==> src/sv/assert_macros.svh <==
// Assertion macros for the RTL of the sorted key table (used by sorted_key_table_core.sv).
`ifndef ASSERT_MACROS_SVH
`define ASSERT_MACROS_SVH

// Clocked assertion, disabled while reset is high.
`define SKT_ASSERT(lbl, clk, rst, prop, msg) \
   lbl: assert property (@(posedge clk) disable iff (rst) (prop)) else $error(msg);

// Clocked assertion that is also checked during reset.
`define SKT_ASSERT_ALWAYS(lbl, clk, prop, msg) \
   lbl: assert property (@(posedge clk) (prop)) else $error(msg);

`endif

==> src/sv/skt_pkg.sv <==
// Package for the sorted key table: sizes, codes and cell interface types.
`timescale 1ns / 1ps

package skt_pkg;

   localparam int CAPACITY = 16;
   localparam int CNT_W    = $clog2(CAPACITY + 1);
   localparam int KEY_W    = 32;
   localparam int VAL_W    = 32;
   localparam int STAT_W   = 3;
   localparam int MODE_W   = 2;
   localparam int OCNT_W   = 5;

   localparam logic [MODE_W-1:0] MODE_INSERT = 2'd0;
   localparam logic [MODE_W-1:0] MODE_REMOVE = 2'd1;
   localparam logic [MODE_W-1:0] MODE_SEARCH = 2'd2;

   localparam logic [STAT_W-1:0] ST_OK        = 3'd0;
   localparam logic [STAT_W-1:0] ST_DUPLICATE = 3'd1;
   localparam logic [STAT_W-1:0] ST_FULL      = 3'd2;
   localparam logic [STAT_W-1:0] ST_EMPTY     = 3'd3;
   localparam logic [STAT_W-1:0] ST_NOT_FOUND = 3'd4;

   typedef enum logic [1:0] {
      UPD_NONE,
      UPD_INSERT,
      UPD_REMOVE
   } upd_op_type;

   // One entry as held by a cell.
   typedef struct packed {
      logic                    valid;
      logic signed [KEY_W-1:0] key;
      logic [VAL_W-1:0]        value;
   } entry_type;

   // Broadcast from the controller to every cell.
   typedef struct packed {
      logic                    cmp;
      logic signed [KEY_W-1:0] cmp_key;
      upd_op_type              op;
      logic signed [KEY_W-1:0] ins_key;
      logic [VAL_W-1:0]        ins_value;
   } ctl_type;

endpackage

==> src/sv/skt_cell.sv <==
// One compare-and-shift cell of the sorted key table.
`timescale 1ns / 1ps

module skt_cell
   import skt_pkg::*;
(
   input  logic             clock,
   input  logic             reset,
   input  ctl_type          ctl,
   input  entry_type        left_entry,   // neighbor toward the smaller keys
   input  logic             left_lt,
   input  entry_type        right_entry,  // neighbor toward the larger keys
   output entry_type        entry,
   output logic             lt,
   output logic             eq,
   output logic [VAL_W-1:0] hit_value
);

   logic             valid_ff, valid_in;
   logic [KEY_W-1:0] key_ff, key_in;
   logic [VAL_W-1:0] value_ff, value_in;
   logic             lt_ff, eq_ff;
   logic [VAL_W-1:0] hit_value_ff;
   logic             cmp_lt, cmp_eq;

   assign cmp_lt = valid_ff && ($signed(key_ff) < ctl.cmp_key);
   assign cmp_eq = valid_ff && ($signed(key_ff) == ctl.cmp_key);

   always_comb begin
      valid_in = valid_ff;
      key_in   = key_ff;
      value_in = value_ff;
      case (ctl.op)
         UPD_INSERT: begin
            if (!lt_ff) begin
               if (left_lt) begin
                  // first slot not below the new key: take the new entry
                  valid_in = 1'b1;
                  key_in   = ctl.ins_key;
                  value_in = ctl.ins_value;
               end else begin
                  valid_in = left_entry.valid;
                  key_in   = left_entry.key;
                  value_in = left_entry.value;
               end
            end
         end
         UPD_REMOVE: begin
            if (!lt_ff) begin
               valid_in = right_entry.valid;
               key_in   = right_entry.key;
               value_in = right_entry.value;
            end
         end
         default: begin
         end
      endcase
   end

   always_ff @(posedge clock) begin
      if (reset) begin
         valid_ff <= 1'b0;
      end else begin
         valid_ff <= valid_in;
      end
      key_ff   <= key_in;
      value_ff <= value_in;
      if (ctl.cmp) begin
         lt_ff        <= cmp_lt;
         eq_ff        <= cmp_eq;
         hit_value_ff <= cmp_eq ? value_ff : '0;
      end
   end

   assign entry.valid = valid_ff;
   assign entry.key   = $signed(key_ff);
   assign entry.value = value_ff;
   assign lt          = lt_ff;
   assign eq          = eq_ff;
   assign hit_value   = hit_value_ff;

endmodule

==> src/sv/sorted_key_table_core.sv <==
// Top level of the sorted key table: controller, cell chain and result register.
// A request is compared in the cell chain as it is accepted; the update state then shifts the chain.
// No new request is taken while the chain is in the update state (the compare-then-shift pass).
// A response still waiting for rsp_tready holds off the next request; both beats may share an edge.
// Reset (synchronous, active high) empties the table, clears the count and drops rsp_tvalid.
`timescale 1ns / 1ps
`include "assert_macros.svh"

module sorted_key_table_core
   import skt_pkg::*;
(
   input  logic        clock,
   input  logic        reset,
   input  logic        req_tvalid,
   output logic        req_tready,
   input  logic [71:0] req_tdata,   // mode[1:0], key[33:2], value[65:34], zero pad[71:66]
   output logic        rsp_tvalid,
   input  logic        rsp_tready,
   output logic [39:0] rsp_tdata    // status[2:0], found_value[34:3], count[39:35]
);

   typedef enum logic {
      S_IDLE,
      S_UPDATE
   } state_type;

   state_type               state_ff;
   logic [CNT_W-1:0]        count_ff, count_in;
   logic [MODE_W-1:0]       mode_ff;
   logic signed [KEY_W-1:0] key_ff;
   logic [VAL_W-1:0]        value_ff;
   logic                    rsp_valid_ff;
   logic [STAT_W-1:0]       status_ff, status_in;
   logic [VAL_W-1:0]        found_ff, found_in;
   logic [OCNT_W-1:0]       rsp_count_ff;

   logic                    req_beat;
   logic                    hit, full, empty;
   logic [VAL_W-1:0]        hit_value;
   ctl_type                 ctl;
   upd_op_type              op;
   logic [31:0]             count_wide;

   entry_type               cell_entry [CAPACITY];
   logic [CAPACITY-1:0]     cell_lt;
   logic [CAPACITY-1:0]     cell_eq;
   logic [VAL_W-1:0]        cell_hit_value [CAPACITY];
   logic [CAPACITY-1:0]     valid_vec;

   assign req_tready = (state_ff == S_IDLE) && (!rsp_valid_ff || rsp_tready);
   assign req_beat   = req_tvalid && req_tready;

   assign full  = (count_ff == CNT_W'(CAPACITY));
   assign empty = (count_ff == '0);

   // eq is one-hot at most since keys are unique; OR the masked values together
   always_comb begin
      hit       = 1'b0;
      hit_value = '0;
      for (int i = 0; i < CAPACITY; i++) begin
         hit       = hit | cell_eq[i];
         hit_value = hit_value | cell_hit_value[i];
      end
   end

   // decide the chain operation and the response in the update cycle
   always_comb begin
      op        = UPD_NONE;
      status_in = ST_OK;
      found_in  = '0;
      count_in  = count_ff;
      case (mode_ff)
         MODE_INSERT: begin
            if (hit) begin
               status_in = ST_DUPLICATE;
            end else if (full) begin
               status_in = ST_FULL;
            end else begin
               op       = UPD_INSERT;
               count_in = count_ff + CNT_W'(1);
            end
         end
         MODE_REMOVE: begin
            if (empty) begin
               status_in = ST_EMPTY;
            end else if (!hit) begin
               status_in = ST_NOT_FOUND;
            end else begin
               op       = UPD_REMOVE;
               found_in = hit_value;
               count_in = count_ff - CNT_W'(1);
            end
         end
         MODE_SEARCH: begin
            if (hit) begin
               found_in = hit_value;
            end else begin
               status_in = ST_NOT_FOUND;
            end
         end
         default: begin
            // unused mode: no operation
         end
      endcase
   end

   assign count_wide = 32'(count_in);

   assign ctl.cmp       = req_beat;
   assign ctl.cmp_key   = $signed(req_tdata[33:2]);
   assign ctl.op        = (state_ff == S_UPDATE) ? op : UPD_NONE;
   assign ctl.ins_key   = key_ff;
   assign ctl.ins_value = value_ff;

   // cell chain: cell 0 holds the smallest key
   for (genvar g = 0; g < CAPACITY; g++) begin : g_cell
      entry_type left_entry;
      entry_type right_entry;
      logic      left_lt;

      if (g == 0) begin : g_first
         assign left_entry = '0;
         assign left_lt    = 1'b1;
      end else begin : g_inner_left
         assign left_entry = cell_entry[g-1];
         assign left_lt    = cell_lt[g-1];
      end

      if (g == CAPACITY - 1) begin : g_last
         assign right_entry = '0;
      end else begin : g_inner_right
         assign right_entry = cell_entry[g+1];
      end

      skt_cell u_cell (
         .clock       (clock),
         .reset       (reset),
         .ctl         (ctl),
         .left_entry  (left_entry),
         .left_lt     (left_lt),
         .right_entry (right_entry),
         .entry       (cell_entry[g]),
         .lt          (cell_lt[g]),
         .eq          (cell_eq[g]),
         .hit_value   (cell_hit_value[g])
      );

      assign valid_vec[g] = cell_entry[g].valid;
   end

   always_ff @(posedge clock) begin
      if (reset) begin
         state_ff     <= S_IDLE;
         count_ff     <= '0;
         rsp_valid_ff <= 1'b0;
      end else begin
         if (rsp_valid_ff && rsp_tready) begin
            rsp_valid_ff <= 1'b0;
         end
         case (state_ff)
            S_IDLE: begin
               if (req_beat) begin
                  state_ff <= S_UPDATE;
               end
            end
            S_UPDATE: begin
               state_ff     <= S_IDLE;
               count_ff     <= count_in;
               rsp_valid_ff <= 1'b1;
            end
            default: begin
               state_ff <= S_IDLE;
            end
         endcase
      end
      // request and response payload, no reset
      if (req_beat) begin
         mode_ff  <= req_tdata[1:0];
         key_ff   <= $signed(req_tdata[33:2]);
         value_ff <= req_tdata[65:34];
      end
      if (state_ff == S_UPDATE) begin
         status_ff    <= status_in;
         found_ff     <= found_in;
         rsp_count_ff <= count_wide[OCNT_W-1:0];
      end
   end

   assign rsp_tvalid = rsp_valid_ff;
   assign rsp_tdata  = {rsp_count_ff, found_ff, status_ff};

   // an accepted request raises rsp_tvalid once the update state is over
   `SKT_ASSERT(a_rsp_two_cycles, clock, reset, req_beat |=> ##1 rsp_tvalid, "response not produced two cycles after request")
   // no new request while the chain is updating
   `SKT_ASSERT(a_no_overlap, clock, reset, req_beat |=> !req_tready, "request accepted during update")
   // valid bits always match the entry count
   `SKT_ASSERT(a_count_matches, clock, reset, $countones(valid_vec) == int'(count_ff), "valid bits disagree with count")
   // count never passes the capacity
   `SKT_ASSERT(a_count_bound, clock, reset, count_ff <= CNT_W'(CAPACITY), "count above capacity")

endmodule

==> config.mk <==
export PLATFORM = sky130hd
export DESIGN_NAME = sorted_key_table_core
export DESIGN_NICKNAME = d
export VERILOG_FILES = /design/src/sv/skt_pkg.sv /design/src/sv/skt_cell.sv /design/src/sv/sorted_key_table_core.sv
export VERILOG_INCLUDE_DIRS = /design/src /design/src/sv
export SDC_FILE = /design/constraint.sdc
export NUM_CORES = 2
export LEC_CHECK = 0
export BUFFER_PORTS_ARGS = -buffer_cell sky130_fd_sc_hd__buf_2
export CAP_MARGIN = 20
export CORE_MARGIN = 2
export CORE_UTILIZATION = 52
export CTS_CLUSTER_SIZE = 40
export DETAILED_ROUTE_END_ITERATION = 10
export GPL_TIMING_DRIVEN = 0
export PLACE_DENSITY_LB_ADDON = 0.15
export SYNTH_ARGS = -nofsm -noshare
export SYNTH_HDL_FRONTEND = slang
export SYNTH_SLANG_ARGS = --single-unit
==> constraint.sdc <==
create_clock -name clock -period 36.4 [get_ports clock]
set_input_delay 1.82 -clock clock [delete_from_list [all_inputs] [get_ports clock]]
set_output_delay 1.82 -clock clock [all_outputs]
set_load 0.005 [all_outputs]
* Word-level counts from Yosys, hierarchy flattened
Cells that the tools add are included. W data, S select, Z words.
Word-level totals: bits in registers 1697, input bits 76, output and inout bits 42, logic and storage cells 475
Operators by class: add/sub/neg operators 2, order comparisons 16, equal/unequal tests 53, mux-type cells 211, bitwise logic cells 31, reduce and logical (&&, ||, !) cells 57
Operators with widths (count):
- $mux W32 | 95
- $pmux W32 S2 | 33
- $eq A32 B32 Y1 | 16
- $lt A32 B32 Y1 | 16
- $or A32 B32 Y32 | 15
- $ne A2 B2 Y1 const B | 32
- $mux W1 | 52
- $reduce_and A3 Y1 | 16
- $logic_and A1 B1 Y1 | 35
- $pmux W1 S2 | 17
- $mux W5 | 4
- $or A1 B1 Y1 | 15
- $mux W2 | 5
- $pmux W5 S2 | 1
- $pmux W3 S3 | 1
- $mux W3 | 2
- $add A5 B1 Y5 const B | 1
- $eq A5 B5 Y1 const B | 1
- $logic_not A5 Y1 | 1
- $sub A5 B1 Y5 const B | 1
- $eq A2 B1 Y1 const B | 2
- $eq A2 B2 Y1 const B | 2
- $pmux W2 S2 | 1
- $reduce_bool A2 Y1 | 2
- other kinds (4) | 4

* Depth between registers and ports, before layout
depth after elaboration 22, gate-level depth with buffers 17, depth with buffers taken out 12

* Modules after synthesis
Synthesis repeated with hierarchy kept, for this count alone.
Unflattened totals: cells, all modules 7960, area, all modules 91058.6 um2
Modules (own cells, without submodules):
- skt_cell (g_cell[0].u_cell ...) | instances 12, cells each 472, area an instance 5371.4 um2, sequential area each 2962.8 um2
- skt_cell (g_cell[6].u_cell ...) | instances 4, cells each 472, area an instance 5351.4 um2, sequential area each 2962.8 um2
- sorted_key_table_core | instances 1, cells each 408, area an instance 5196.2 um2, sequential area each 3323.2 um2

* Worst setup path before layout
No wires, ideal clock.
kind input -> register, start point input rsp_tready, end point register g_cell[0].u_cell.eq_ff, enable pin, library setup time 1.052 ns, arrival time 15.887 ns, required time 35.348 ns, setup slack 19.461 ns, stages 3, path buffers 0, path through inv_1 -> a21oi_1 -> and2_1
RTL lines:
- start: declaration | RTL line sorted_key_table_core.sv:18 | input logic rsp_tready,
- end signal: assignment | RTL line skt_cell.sv:70 | eq_ff <= cmp_eq;
- end: declaration | RTL line skt_cell.sv:22 | logic lt_ff, eq_ff;

* Final worst setup path
start point register g_cell[13].u_cell.eq_ff, end point register g_cell[3].u_cell.key_ff[3], enable pin
On the way: word-level cells in the longest chain between the ends 10, elaborated cells between the ends (all ways) 14, those cells by class 4 x eq/ne; 5 x mux; 3 x bitwise; 2 x reduce/logical
Ends and longest elaborated chain:
- start: declaration | RTL line skt_cell.sv:22
- start signal: assignment | RTL line skt_cell.sv:70
- $or A1 B1 Y1 * (3 in series) | RTL line sorted_key_table_core.sv:61 | hit = hit | cell_eq[i];
- $mux W2 | RTL line sorted_key_table_core.sv:86 | end else if (!hit) begin
- $mux W2 | RTL line sorted_key_table_core.sv:84 | if (empty) begin
- $pmux W2 S2 * | RTL line sorted_key_table_core.sv:72 | case (mode_ff)
- $mux W2 * | RTL line sorted_key_table_core.sv:111 | assign ctl.op = (state_ff == S_UPDATE) ? op : UPD_NONE;
- $eq A2 B2 Y1 / $eq A2 B1 Y1 (equally long branches) | RTL line skt_cell.sv:33 | case (ctl.op)
- $ne A2 B2 Y1 (no line) / $reduce_bool A2 Y1 (equally long branches)
- $reduce_and A3 Y1 (no line) *
- end signal: assignment | RTL line skt_cell.sv:66 | key_ff <= key_in;
- end: declaration | RTL line skt_cell.sv:20 | logic [KEY_W-1:0] key_ff, key_in;
Mark *: on every way between the ends. The rest lies on a longest branch, timed or not. A chain may end at the register's enable or synchronous reset.

==> results summary <==
A synthesized cell averages 12.06 um2. The global-route usage over all layers came out at 33.23%. The via count of the first global-routing pass came to 62,653. The startpoint of the most critical register-to-register path is g_cell[13].u_cell.eq. The number of cells on the worst reg-to-reg path is 15. The total negative slack is 0 ns. The tool flagged a number of max-cap violations equal to 0. The synthesized cell area is 88,000 um2. The vertical extent of the die came out at 415.4 um.

Before antenna repair, the detailed router went through 6 iterations. Summed over its instances, the top area cell type makes up 57.13% of the synthesized netlist area. The number of port buffers is 111.

The cell count of the worst hold path came out at 2. The worst ir drop on vdd is 0.00005869 V. The global route total overflow is 0.

The number of warning messages in the yosys log is 0. The max-slew violation total from the final report was 0. The maximum buffer depth of the clock tree came out at 3.

Yosys mapped a number of flops with a built-in enable equal to 1,674. The clock insertion delay at the later pin of the skew report came out at 0.86 ns. The initial antenna violation count came to 25.

The cell at the slowest stage of the critical path is sky130_fd_sc_hd__a21oi_4. The worst setup path is of the register to register kind. The final setup violation count came out at 0. Dividing the detail-routed wire length by the instance count gives 29.04 um.

Of all nets on the critical path, the largest fanout is 18. In this design, the largest share of critical-path delay is due to buffers and inverters. The filler cell count in the final layout is 13,565. TritonCTS built the clock tree. The worst setup path is launched from a register. The flip-flop and latch count after synthesis is 1,697. The final period utilization is 17.50%. The final non-filler cell area is 99,760 um2. The number of sinks on the clock net is 1,697. The worst slack after detailed placement came out at 29.97 ns. After detailed routing, the number of vias per cell comes to 6.244.

Setup repair after global routing left no endpoint under its margin. The signal on the critical path passes through nor4_1 > nand4_1 > buf_6 > a211oi_1 > and2_1 > inv_1 > ha_1 > buf_2 > or2_2 > clkbuf_1 > buf_2 > a21oi_4 > buf_12 > buf_12 > buf_16. By instance count, the leading cell after synthesis is sky130_fd_sc_hd__edfxtp_1. The die covers 172,500 um2. The unique cell type count in the Yosys netlist is 62. After layout, the design draws a total of 0.004362 W. The smallest setup slack after layout is 30.03 ns.

The transition time at the pin with the least slew margin came out at 1.279 ns. The final RePlAce weighted congestion is 0.9112. The deepest level of the CTS H-tree is 4. Entering global routing, the biggest net connects 73 pins. After clock tree synthesis, the clock-pin slew on the worst setup and hold paths is 0.06 ns. The initial detailed-routing violation count is 7,444. The post-DP HPWL came out at 221.6 mm. The delay of the slowest critical-path stage is 0.83 ns. The core outline area is 167,600 um2.

In this run the cell area measured after placement is 93,670 um2. The post-synthesis async set-or-reset flop share came out at 0%. The endpoint identified for the worst register-to-register timing path is g_cell[3].u_cell.key_ff[3].

The fraction of final layout cells sized beyond drive strength 1 came out at 8.926%. The worst slew margin relative to its limit is 14.72%. At the end of the flow, the number of nets in the layout was 8,286. For this block, the routed nets add up to 292.4 mm of wire.

Summed over all cells, the static leakage comes to 36.07 nW. The number of nets handed over by synthesis was 7,895. The run finished with clean final reports. The number of buffers inserted to repair setup after CTS is 0. The critical path contains buffers and inverters numbering 8 combined.

Sorting the synthesized cells by how often they occur yields sky130_fd_sc_hd__edfxtp_1 (1,674), sky130_fd_sc_hd__nand2_1 (1,030), sky130_fd_sc_hd__mux2i_1 (984). The arrival time reported for the critical path endpoint is 6.90 ns. Power spread over the standard cell area amounts to 43.72 nW/um2.

By area the synthesized netlist is led by sky130_fd_sc_hd__edfxtp_1 (57%), sky130_fd_sc_hd__mux2i_1 (11%), sky130_fd_sc_hd__ha_1 (7.4%). The kind of end point of the critical path is a register. The count of cells resized by post-cts repair came out at 0. After floorplanning, the core was divided into 150 placement rows. Among all flip-flop cells after synthesis, the most frequent one is sky130_fd_sc_hd__edfxtp_1.

The wire length of the first global-routing pass came out at 417.1 mm. The clock period could shrink to 6.370 ns. The required time of the critical path came out at 36.93 ns. After detailed routing, the number of remaining DRC violations is 0. The highest achievable clock rate came out at 157.0 MHz.

For hold timing, the worst endpoint is g_cell[1].u_cell.value_ff[1]. The worst-case register-to-register setup slack is 30.03 ns. Synthesis produced a netlist whose cell count is 7,298. The type of the worst min-delay path is register to register. The core occupancy in the finished layout came out at 59.52%. The launch point of the worst hold path is g_cell[2].u_cell.value_ff[1].

The total vias in the final route came out at 62,867. The post-synthesis to final-layout area growth came out at 13.36%. Between clock sinks in the finished design, the worst skew comes to 0.05648 ns. Measured along the x axis, the die boundary spans 415.4 um. The largest total area in the synthesized netlist belongs to sky130_fd_sc_hd__edfxtp_1. The top-level I/O count is 118. In this run the clock root is driven by a sky130_fd_sc_hd__clkbuf_16. The final-report hold violation count came out at 0. Once the floorplan was initialized, standard cells occupied 52.50% of the core.

The share of synthesized area occupied by flip-flops and latches is 57.65%. The number of hold buffers added after CTS came out at 0. Clock tree synthesis inserted a total of 183 buffers.

In this run the remaining antenna-violating nets after routing total 0.
==> flip-flops by register name, indices dropped and copies added (netlist names) <==
signal and count:
count_ff 5, found_ff 32, g_cell.u_cell.eq 16, g_cell.u_cell.hit_value 512, g_cell.u_cell.key_ff 512, g_cell.u_cell.lt 16, g_cell.u_cell.valid_ff 16, g_cell.u_cell.value_ff 512
key_ff 32, mode_ff 2, rsp_count_ff 5, rsp_tvalid 1, state_ff 1, status_ff 3, value_ff 32
==> cells by family (layout without fill, tap and decap cells) <==
| family | Yosys count | count (layout) | synth area share, % |
|---|---|---|---|
| and+or+nand+nor | 2151 | 2151 | 12.05 |
| DFF | 1697 | 1697 | 57.65 |
| AOI/OAI and AO/OA | 1339 | 1339 | 8.311 |
| muxes | 1052 | 1052 | 12.06 |
| buffers and inverters | 537 | 1081 | 2.512 |
| adders and majority gates | 521 | 521 | 7.408 |
| xor gates and xnor gates | 1 | 1 | 0.009955 |
| other | 0 | 23 | 0 |
==> worst max path at each step <==
stage / start / endpoint / slack, ns / cells after the start
2_1_floorplan: rsp_tready / g_cell[0].u_cell.eq / 19.46 / 3
3_3_place_gp: rsp_tready / value_ff[2] / 12.73 / 4
3_5_place_dp: req_tdata[33] / g_cell[3].u_cell.hit_value[3] / 29.97 / 10
4_1_cts: g_cell[13].u_cell.eq / g_cell[3].u_cell.key_ff[3] / 30.20 / 15
5_1_grt: g_cell[14].u_cell.eq / g_cell[3].u_cell.key_ff[2] / 29.98 / 15
6_report: g_cell[13].u_cell.eq / g_cell[3].u_cell.key_ff[3] / 30.03 / 15
==> cell type report <==
cell class | instances | area [um2] | area share, %
Sequential cell | 1697 | 50730 | 50.85
Multi-Input combinational cell | 5064 | 35270 | 35.36
Clock buffer | 229 | 4795 | 4.806
Timing Repair Buffer | 206 | 2764 | 2.771
Tap cell | 2204 | 2758 | 2.764
Buffer | 463 | 1942 | 1.947
Clock inverter | 109 | 1161 | 1.164
Inverter | 74 | 277.8 | 0.2784
Antenna cell | 23 | 57.56 | 0.05770
==> metal layers <==
| layer | global-route usage, % | vias to the layer above | share of wire, % |
|---|---|---|---|
| met2 | 52.31 | 3156 | 45 |
| met3 | 7.297 | 713 | 9.6 |
| met5 | 0 | - | 0.0044 |
| met1 | 42.51 | 31028 | 39 |
| li1 | - | 27968 | - |
| met4 | 19.03 | 2 | 6.2 |
==> report_power, final <==
group	switching (W)	internal, W
Sequential	0.0000220	0.00219
Clock	0.000823	0.00106
Combinational	0.000173	0.0000977
Total	0.00102	0.00334
==> cells in the final DEF (no fill, tap or decap), types with 111 or more instances in the layout <==
cell type                      n
sky130_fd_sc_hd__a21oi_1     172
sky130_fd_sc_hd__and2_1      546
sky130_fd_sc_hd__buf_2       242
sky130_fd_sc_hd__clkbuf_1    329
sky130_fd_sc_hd__clkbuf_16   185
sky130_fd_sc_hd__edfxtp_1   1674
sky130_fd_sc_hd__ha_1        521
sky130_fd_sc_hd__mux2i_1     984
sky130_fd_sc_hd__nand2_1    1030
sky130_fd_sc_hd__nand4_1     111
sky130_fd_sc_hd__nor2_1      137
sky130_fd_sc_hd__nor4_1      146
sky130_fd_sc_hd__o21ai_0     958
==> worst reg2reg max path, stage by stage (launching register included) <==
cell and delay (ns):
sky130_fd_sc_hd__edfxtp_1 0.37, sky130_fd_sc_hd__nor4_1 0.78, sky130_fd_sc_hd__nand4_1 0.37, sky130_fd_sc_hd__buf_6 0.26, sky130_fd_sc_hd__a211oi_1 0.32, sky130_fd_sc_hd__and2_1 0.45
sky130_fd_sc_hd__inv_1 0.13, sky130_fd_sc_hd__ha_1 0.22, sky130_fd_sc_hd__buf_2 0.37, sky130_fd_sc_hd__or2_2 0.40, sky130_fd_sc_hd__clkbuf_1 0.36, sky130_fd_sc_hd__buf_2 0.44
sky130_fd_sc_hd__a21oi_4 0.83, sky130_fd_sc_hd__buf_12 0.30, sky130_fd_sc_hd__buf_12 0.21, sky130_fd_sc_hd__buf_16 0.22
==> metrics by stage <==
step,instances,hold slack [ns]
5_1_grt,10056,0.5532
6_report,10069,0.5392
4_1_cts,10041,0.5302
3_5_place_dp,9703,0.5350
2_1_floorplan,7298,0.4884
3_3_place_gp,9613,0.5112
(Power assumes the default switching activity.)
